## src/design/tmsw_pkg.sv

```systemverilog
// Shared types and constants for the trimmed-mean sample window.
package tmsw_pkg;

	localparam int unsigned SAMPLE_W = 10;
	localparam logic [SAMPLE_W-1:0] SAMPLE_TOP = 10'h3FF;
	localparam logic [SAMPLE_W-1:0] MAX_VALID_RESET = 10'd255;

	typedef enum logic [2:0] {
		ST_IDLE,
		ST_SCAN,
		ST_TRIM,
		ST_DIV,
		ST_OUT
	} state_t;

endpackage

```

## src/design/tmsw_window_mem.sv

```systemverilog
// Window sample store: one write port, one registered read port, cleared by valid bits.
module tmsw_window_mem
	import tmsw_pkg::*;
#(
	parameter int unsigned DEPTH = 12
) (
	input  logic                       clk,
	input  logic                       arst_n,
	input  logic                       we,
	input  logic [$clog2(DEPTH)-1:0]   waddr,
	input  logic [SAMPLE_W-1:0]        wdata,
	input  logic                       re,
	input  logic [$clog2(DEPTH)-1:0]   raddr,
	output logic [SAMPLE_W-1:0]        rdata
);

	logic [SAMPLE_W-1:0] mem [DEPTH];
	logic [DEPTH-1:0]    vld_q;
	logic [SAMPLE_W-1:0] rd_q;
	logic                rd_vld_q;

	always_ff @(posedge clk) begin
		if (we) begin
			mem[waddr] <= wdata;
		end
		if (re) begin
			rd_q <= mem[raddr];
		end
	end

	always_ff @(posedge clk or negedge arst_n) begin
		if (!arst_n) begin
			vld_q    <= '0;
			rd_vld_q <= 1'b0;
		end else begin
			if (we) begin
				vld_q[waddr] <= 1'b1;
			end
			if (re) begin
				rd_vld_q <= vld_q[raddr];
			end
		end
	end

	assign rdata = rd_vld_q ? rd_q : '0;

endmodule

```

## src/design/tmsw_divider.sv

```systemverilog
// Division by a fixed divisor through a registered reciprocal multiply.
module tmsw_divider #(
	parameter int unsigned NUM_W   = 14,
	parameter int unsigned DIVISOR = 10
) (
	input  logic             clk,
	input  logic             arst_n,
	input  logic             start,
	input  logic [NUM_W-1:0] numer,
	output logic             done,
	output logic [NUM_W-1:0] quot
);

	localparam int unsigned     SH         = NUM_W + $clog2(DIVISOR);
	localparam longint unsigned RECIP_FULL = ((64'd1 << SH) + DIVISOR - 1) / DIVISOR;
	localparam logic [NUM_W:0]  RECIP      = (NUM_W + 1)'(RECIP_FULL);

	logic [2*NUM_W:0] prod;
	logic [NUM_W-1:0] quot_q;
	logic             done_q;

	assign prod = (2*NUM_W + 1)'(numer) * (2*NUM_W + 1)'(RECIP);

	always_ff @(posedge clk or negedge arst_n) begin
		if (!arst_n) begin
			done_q <= 1'b0;
		end else begin
			done_q <= start;
		end
	end

	always_ff @(posedge clk) begin
		if (start) begin
			quot_q <= NUM_W'(prod >> SH);
		end
	end

	assign done = done_q;
	assign quot = quot_q;

endmodule

```

## src/design/trimmed_mean_sample_window_core.sv

```systemverilog
// Top level: sample admission, window scan and trimmed-mean sequencing.
// From request to result: the scan reads each window entry in turn,
// then trim, reciprocal divide and output load follow.
// Requests are taken only while idle, so a new one waits until the last result is loaded;
// a stalled result lets one more request in, then holds s_tready low.
// Reset (arst_n low) clears the window to zero, the write slot to zero and max_valid to 255.
module trimmed_mean_sample_window_core
	import tmsw_pkg::*;
#(
	parameter int unsigned WINDOW_SIZE = 12
) (
	input  logic        clk,
	input  logic        arst_n,
	input  logic        s_tvalid,
	output logic        s_tready,
	input  logic [15:0] s_tdata,   // [9:0] sample, [15:10] zero
	input  logic        s_tuser,   // [0] read_error
	output logic        m_tvalid,
	input  logic        m_tready,
	output logic [15:0] m_tdata,   // [9:0] average, [15:10] zero
	output logic        m_tuser,   // [0] accepted
	input  logic        cfg_we,
	input  logic [9:0]  cfg_wdata
);

	localparam int unsigned AW    = $clog2(WINDOW_SIZE);
	localparam int unsigned CNT_W = $clog2(WINDOW_SIZE + 1);
	localparam int unsigned SUM_W = $clog2(WINDOW_SIZE * 1023 + 1);

	state_t state_q, state_d;

	logic [SAMPLE_W-1:0] max_valid_q;
	logic [AW-1:0]       wslot_q;
	logic [CNT_W-1:0]    cnt_q;
	logic [SUM_W-1:0]    sum_q;
	logic [SAMPLE_W-1:0] lo_q;
	logic [SAMPLE_W-1:0] hi_q;
	logic                ok_q;
	logic                m_valid_q;
	logic [SAMPLE_W-1:0] avg_q;
	logic                ok_m_q;

	logic                accept;
	logic                ok;
	logic                mem_we;
	logic                mem_re;
	logic [SAMPLE_W-1:0] rd_data;
	logic                div_start;
	logic                div_done;
	logic [SUM_W-1:0]    trimmed;
	logic [SUM_W-1:0]    quot;
	logic                out_load;

	assign accept = s_tvalid && s_tready;
	assign ok     = !s_tuser && (s_tdata[SAMPLE_W-1:0] <= max_valid_q);
	assign mem_we = accept && ok;
	assign mem_re = (state_q == ST_SCAN) && (cnt_q < CNT_W'(WINDOW_SIZE));

	assign trimmed = sum_q - SUM_W'(lo_q) - SUM_W'(hi_q);

	tmsw_window_mem #(
		.DEPTH (WINDOW_SIZE)
	) u_mem (
		.clk    (clk),
		.arst_n (arst_n),
		.we     (mem_we),
		.waddr  (wslot_q),
		.wdata  (s_tdata[SAMPLE_W-1:0]),
		.re     (mem_re),
		.raddr  (cnt_q[AW-1:0]),
		.rdata  (rd_data)
	);

	tmsw_divider #(
		.NUM_W   (SUM_W),
		.DIVISOR (WINDOW_SIZE - 2)
	) u_div (
		.clk    (clk),
		.arst_n (arst_n),
		.start  (div_start),
		.numer  (trimmed),
		.done   (div_done),
		.quot   (quot)
	);

	always_comb begin
		state_d   = state_q;
		s_tready  = 1'b0;
		div_start = 1'b0;
		out_load  = 1'b0;
		unique case (state_q)
			ST_IDLE: begin
				s_tready = 1'b1;
				if (s_tvalid) begin
					state_d = ST_SCAN;
				end
			end
			ST_SCAN: begin
				if (cnt_q == CNT_W'(WINDOW_SIZE)) begin
					state_d = ST_TRIM;
				end
			end
			ST_TRIM: begin
				div_start = 1'b1;
				state_d   = ST_DIV;
			end
			ST_DIV: begin
				if (div_done) begin
					state_d = ST_OUT;
				end
			end
			ST_OUT: begin
				if (!m_valid_q || m_tready) begin
					out_load = 1'b1;
					state_d  = ST_IDLE;
				end
			end
			default: begin
				state_d = ST_IDLE;
			end
		endcase
	end

	always_ff @(posedge clk or negedge arst_n) begin
		if (!arst_n) begin
			state_q     <= ST_IDLE;
			max_valid_q <= MAX_VALID_RESET;
			wslot_q     <= '0;
			cnt_q       <= '0;
			m_valid_q   <= 1'b0;
		end else begin
			state_q <= state_d;
			if (cfg_we) begin
				max_valid_q <= cfg_wdata;
			end
			if (mem_we) begin
				wslot_q <= (wslot_q == AW'(WINDOW_SIZE - 1)) ? '0 : wslot_q + 1'b1;
			end
			if (accept) begin
				cnt_q <= '0;
			end else if (state_q == ST_SCAN) begin
				cnt_q <= cnt_q + 1'b1;
			end
			if (out_load) begin
				m_valid_q <= 1'b1;
			end else if (m_tready) begin
				m_valid_q <= 1'b0;
			end
		end
	end

	always_ff @(posedge clk) begin
		if (accept) begin
			ok_q  <= ok;
			sum_q <= '0;
			lo_q  <= SAMPLE_TOP;
			hi_q  <= '0;
		end else if (state_q == ST_SCAN && cnt_q != '0) begin
			sum_q <= sum_q + SUM_W'(rd_data);
			if (rd_data < lo_q) begin
				lo_q <= rd_data;
			end
			if (rd_data > hi_q) begin
				hi_q <= rd_data;
			end
		end
		if (out_load) begin
			avg_q  <= quot[SAMPLE_W-1:0];
			ok_m_q <= ok_q;
		end
	end

	assign m_tvalid = m_valid_q;
	assign m_tdata  = {6'b0, avg_q};
	assign m_tuser  = ok_m_q;

endmodule

```

## config.mk

```make
export PLATFORM = sky130hd
export DESIGN_NAME = trimmed_mean_sample_window_core
export DESIGN_NICKNAME = d
export VERILOG_FILES = /design/src/design/tmsw_pkg.sv /design/src/design/tmsw_window_mem.sv /design/src/design/tmsw_divider.sv /design/src/design/trimmed_mean_sample_window_core.sv
export SDC_FILE = /design/constraint.sdc
export NUM_CORES = 1
export LEC_CHECK = 0
export ABC_AREA = 1
export BUFFER_PORTS_ARGS = -buffer_cell sky130_fd_sc_hd__buf_2
export CAP_MARGIN = 20
export CORE_MARGIN = 4
export CORE_UTILIZATION = 55
export DETAILED_ROUTE_END_ITERATION = 6
export HOLD_SLACK_MARGIN = 0.02
export PLACE_DENSITY = 0.77
export SLEW_MARGIN = 20
export SYNTH_ARGS = -nofsm -noshare
export SYNTH_HDL_FRONTEND = slang
export SYNTH_SLANG_ARGS = --single-unit
```

## constraint.sdc

```tcl
create_clock -name clk -period 7.86 [get_ports clk]
set_input_delay 0.786 -clock clk [delete_from_list [all_inputs] [get_ports clk]]
set_output_delay 0.786 -clock clk [all_outputs]
set_load 0.01 [all_outputs]
```

* Word level (Yosys, flattened, before mapping)
Memories as Yosys holds them, arrays and structs flattened. A register that Yosys moved wholly into a read port is not among the register bits.
Cells that the tools add are included.
** Storage, ports and cells
- Register bits :: 92
- Latch bits :: 0
- Bits in writable memories :: 120
- Memory bits (read-only) :: 0
- Memories kept :: 1
** Cells by class
- Add/subtract/negate cells :: 5
- Multiply operators :: 1
- Div/mod/pow operators :: 0
- Order comparisons :: 7
- Eq/ne operators :: 10
- Shift-type cells :: 0
- Multiplexer cells :: 21
- Bitwise logic cells :: 1
- Reduce and logical (&&, ||, !) cells :: 16
** Memory list
- u_mem.mem :: depth 12, bits a word 10, read ports 1, clocked after Yosys merged registers in 1, wr ports 1, RTL line tmsw_window_mem.sv:17 : logic [SAMPLE_W-1:0] mem [DEPTH];
** Operators with widths (count)
- $mul A14 B15 Y28 const B :: 1
- $sub A14 B10 Y14 :: 2
- $pmux W3 S5 :: 1
- $add A14 B10 Y14 :: 1
- $mux W3 :: 4
- $mux W4 :: 3
- $or A12 B12 Y12 :: 1
- $gt A10 B10 Y1 :: 1
- $le A10 B10 Y1 :: 1
- $lt A10 B10 Y1 :: 1
- $lt A4 B5 Y1 const B :: 2
- $mux W1 :: 10
- $mux W10 :: 1
- $add A4 B1 Y4 const B :: 2
- $eq A4 B4 Y1 const B :: 2
- $eq A3 B2 Y1 const B :: 2
- $logic_and A1 B1 Y1 :: 6
- $ne A2 B2 Y1 const B :: 3
- $bmux W1 S4 :: 1
- $demux W1 S4 :: 1
- $ge A4 B1 Y1 const B :: 1
- $lt A4 B4 Y1 const B :: 1
- $reduce_and A2 Y1 :: 2
- $reduce_and A4 Y1 :: 1
- other kinds (8) :: 10

* Depth between registers and ports, before layout
- Depth in word-level cells :: 6
- Mapped depth :: 34
- Mapped depth without buffers :: 34

* Cells and area by module
A second synthesis with hierarchy kept.
** Unflattened totals
- Cells, all modules :: 1782
- Area, all modules :: 15498.6 µm²
** Modules (own cells, without submodules)
- tmsw_window_mem :: instances 1, cells each 477, area each 5774.3 µm², sequential area each 4229.1 µm²
- trimmed_mean_sample_window_core :: instances 1, cells each 686, area each 5023.6 µm², sequential area each 1601.5 µm²
- tmsw_divider :: instances 1, cells each 619, area each 4700.8 µm², sequential area each 355.3 µm²

* Least setup slack after synthesis
Ideal clock, no wire load.
- Kind :: register to register
- Start :: register lo_q[2]
- End :: register u_div.quot_q[9], in the netlist u_div.quot[9] (data pin)
- Arrival time :: 6.116 ns
- Slack :: 1.492 ns
- Cell stages (with the launch flop) :: 27
- Period minus slack after synthesis :: 6.368 ns
- Cell sequence :: dfxtp_1 -> inv_1 -> fa_1 -> ha_1 -> a21oi_1 -> o21ai_0 -> nand3_1 -> nand3_1 -> xnor2_1 -> fa_1 -> inv_1 -> fa_1 -> fa_1 -> fa_1 -> inv_1 -> fa_1 -> inv_1 -> fa_1 -> inv_1 -> ha_1 -> nand2_1 -> nor2_1 -> nand2_1 -> nor2_1 -> o21ai_0 -> nand3_1 -> nand2_1
** On the way
- Word-level cells in the longest chain between the ends :: 3
** Ends and longest elaborated chain
- start, declared :: RTL line trimmed_mean_sample_window_core.sv:36 : logic [SAMPLE_W-1:0] lo_q;
- start signal, assigned :: RTL line trimmed_mean_sample_window_core.sv:161 : lo_q <= rd_data;
- $sub A14 B10 Y14 (2 in series) :: RTL line trimmed_mean_sample_window_core.sv:59 : assign trimmed = sum_q - SUM_W'(lo_q) - SUM_W'(hi_q);
- $mul A14 B15 Y28 :: RTL line tmsw_divider.sv:22 : assign prod = (2*NUM_W + 1)'(numer) * (2*NUM_W + 1)'(RECIP);
- via u_div.prod[27] :: RTL line tmsw_divider.sv:18 : logic [2*NUM_W:0] prod;
- end signal, assigned :: RTL line tmsw_divider.sv:34 : quot_q <= NUM_W'(prod >> SH);
- end, declared :: RTL line tmsw_divider.sv:19 : logic [NUM_W-1:0] quot_q;
The timed path passes the listed nets, and every way through them passes these cells.
A chain may end at the register's enable or synchronous reset.

* Final worst setup path
- Start :: register lo_q[2]
- End :: register u_div.quot_q[1], in the netlist u_div.quot[1] (data pin)
The elaborated chain is that of the path after synthesis.

==> impl_results.md <==
- Status: completed
- Initial antenna violation count: 0
- Tot GR Track Use: 22.1%
- Sw Share: 20.0%
- Worst-skew pair later-pin latency: approximately 530 ps
- Worst path max stage delay: 530 ps
- Final period utilization: 90.4%
- Filler cells: 2373
- Pin count of the biggest net entering global routing: 72
- Internal Power: 0.00196 W
- Cell taking the most area after synthesis: edfxtp_1
- Lkg Pwr: between 8 and 9 nW
- Clock sinks: 222
- P&R area growth vs syn: 7.88%
- Sequential share of power: 51.2%
- Synth Area in Adders: between 20% and 30%
- First-pass DRT Iterations: 6
- Hold Buf Count CTS: 0
- Antenna fix cells: 0
- Layout Skew: 29.0 ps
- Io pins: 51
- Die W: 176 um
- Initial Util: 55.9%
- Share of the synthesized area in the top cell type: between 20% and 30%
- Multi-input logic area: a little under 8000 um^2
- HP Class: input pin to asynchronous set/reset pin
- Top post-synthesis cells by area: edfxtp_1 29%, ha_1 13%, nand2_1 9.8%
- Library cells used by synthesis: 43
- Worst Max-Slew Pin Slew: 1100 ps
- Clock power frac: 46.7%
- DRC: 0
- Vias in the first global route: 11341
- Largest family of logic cells by synthesized area: adder cells
- Die ar.: 31000 um^2
- Comb power frac: 2.1%
- Register area: slightly above 6000 um^2
- Antenna Nets Post-Route: 0
- Syn_area_per_cell: 8.59 um^2
- Sequential fraction of the synthesis area: 39.7%
- RSZ-0062 raised after global routing: false
- Most used cell, CP: fa_1
- Ys flop type: edfxtp_1
- Chip height: 176 um
- Peak supply drop: between 200 and 250 uV
- Arrival @ worst endpoint: approximately 7400 ps
- Post-CTS setup buffer count: 0
- Startpoint Class: flop
- Setup Viol. Count Final: 0
- Total gr overflow: 0
- Most frequent cells in the layout: 405 x nand2_1, 329 x inv_1, 189 x nor2_1, 157 x ha_1, 152 x edfxtp_1
- Slew HR: 26.3%
- Site Rows: ~60
- Vias post-DR: 11816
- Mux cell area share after synthesis: less than 1%
- Tmin final: 7110 ps
- First-pass GRT wire length: 56100 um
- Kind of end point of the critical path: flop
- Leading cell type in the layout, fill and taps excluded: nand2_1
- Place WS: roughly 800 ps
- Setup CP Type: flop to flop
- Async set or reset register ratio after synthesis: between 10% and 20%
- Synthesized-area fraction occupied by and/or/nand/nor cells: 20.1%
- Bufs on Longest Clock Path: 3
- Number of flops mapped to enable cells by yosys: 152
- Root Driver: clkbuf_16
- Cell area after synthesis: 15500 um^2
- Worst path required time: 8100 ps
- Synth Register Bits: 222
- Post-cts sizing count: 0
- TritonCTS clock tree: built
- Port Buffer Count: 38
- Worst-path fanout max: 5
- Slowest CP cell: fa_1
- Worst setup margin: 751 ps
- F_max: about 140 MHz
- Final net count: 2086
- Final Max Tran Viols: 0
- Placer Congestion: about 0.9
- DRT iter0 DRCs: 940
- Core area: ~28000 um^2
- DR vias/cell: 5.32
- Compound-Gate Fraction of Synth Area: 7.21%
- Clock Pin Slew Worst Setup and Hold Paths: 60 ps
- DP Wirelength: 25300 um
- Sw Pwr: 0.000492 W
- Htree depth: 1
- Post-synthesis xor/xnor area fraction: between 1 and 1.5%
- MaxCap Viol Count: 0
- Synth Warn #: 0
- Routed wire length: 34000 um
- Setup Total Neg Slack: 0 ps
- Power per cell area: 146 nW/um^2
- Syn Inst Count: 1807
- Fin. Hold Viols: 0
- Drt wl/cell: 15.3 um
- Fraction of layout cells with a size suffix above 1: 5.59%
- Num CTS Buffers: 23
[cell type report]
cell class,count,share of cell area (%)
clock buffer,29,3.69
clock inverter,12,1.08
timing repair buffer,42,1.34
sequential,222,36.8
inverter,333,7.51
tap,378,2.82
multi-input combinational,1203,46.8
[state kept, by name (all words and copies together) (netlist names), 4 cells and up]
name	cells
avg_q	10
cnt_q	4
hi_q	10
lo_q	10
max_valid_q	10
sum_q	14
u_div.quot	10
u_mem.mem	120
u_mem.rd_q	10
u_mem.vld_q	12
wslot_q	4
[worst paths after layout]
kind                                    start             end  slack [ps]  cells past startpoint
worst max register to register        lo_q[2]   u_div.quot[1]         750                     26
worst min register to register  u_div.quot[1]        avg_q[1]         410                      0
min in group clk                u_div.quot[1]        avg_q[1]         410                      0
worst min-delay path                   arst_n  max_valid_q[8]         390                      1
max in group asynchronous              arst_n        cnt_q[0]        6850                      1
worst max-delay path                  lo_q[2]   u_div.quot[1]         750                     26
[cell usage after synthesis, drive strengths merged, types with 24 or more instances]
cell type,n
nand4,53
dfrtp,28
edfxtp,152
o21ai,99
inv,333
nand3,81
nor2,192
nand2,407
a21oi,47
o22ai,30
buf,30
fa,72
clkbuf,24
ha,157
dfxtp,34
[metal layers]
layer	routed length [um]	track usage, %
met5	0	0
met4	621	4.61
met3	1860	2.25
met2	17000	39.0
met1	14600	29.9
[power groups by stage]
stage                     Combinational, W  Sequential, W  Clock [W]
after floorplan                  0.0000289        0.00128          0
after global placement           0.0000494        0.00128          0
after detailed placement         0.0000517        0.00128          0
after CTS                        0.0000527        0.00125    0.00116
after global routing             0.0000604        0.00125    0.00121
final                            0.0000526        0.00125    0.00115
[worst max-delay path: cells and delay by family (launching register included)]
family                   cells  cell delay (ps)
AO/OA/AOI/OAI                2              450
buffers and inverters        5              310
flip-flops                   1              330
AND/OR/NAND/NOR              9             1210
XOR/XNOR                     1              380
adder cells (fa/ha/maj)      9             4130
[metrics by stage]
stage / instances / hold WS, ps / utilization (%) / total power, W / instance area, um^2
after detailed placement: 2178 / 405 / 57.4 / 0.00133 / 15900
after global placement: 2177 / 401 / 57.3 / 0.00133 / 15900
final: 2219 / 386 / 60.3 / 0.00245 / 16700
after CTS: 2219 / 396 / 60.3 / 0.00247 / 16700
after floorplan: 1812 / 400 / - / 0.00131 / 15500
after global routing: 2219 / 419 / 60.3 / 0.00253 / 16700
[cell families (layout without fill, tap and decap cells)]
logic type                 after synthesis  count (layout)
DFF                                    222             222
and+or+nand+nor                        747             747
muxes                                    1               1
other                                    1               6
xor gates and xnor gates                18              18
buffers and inverters                  387             416
AOI/OAI and AO/OA                      202             202
adders and majority gates              229             229
No activity file was read; power rests on OpenSTA's default activity.
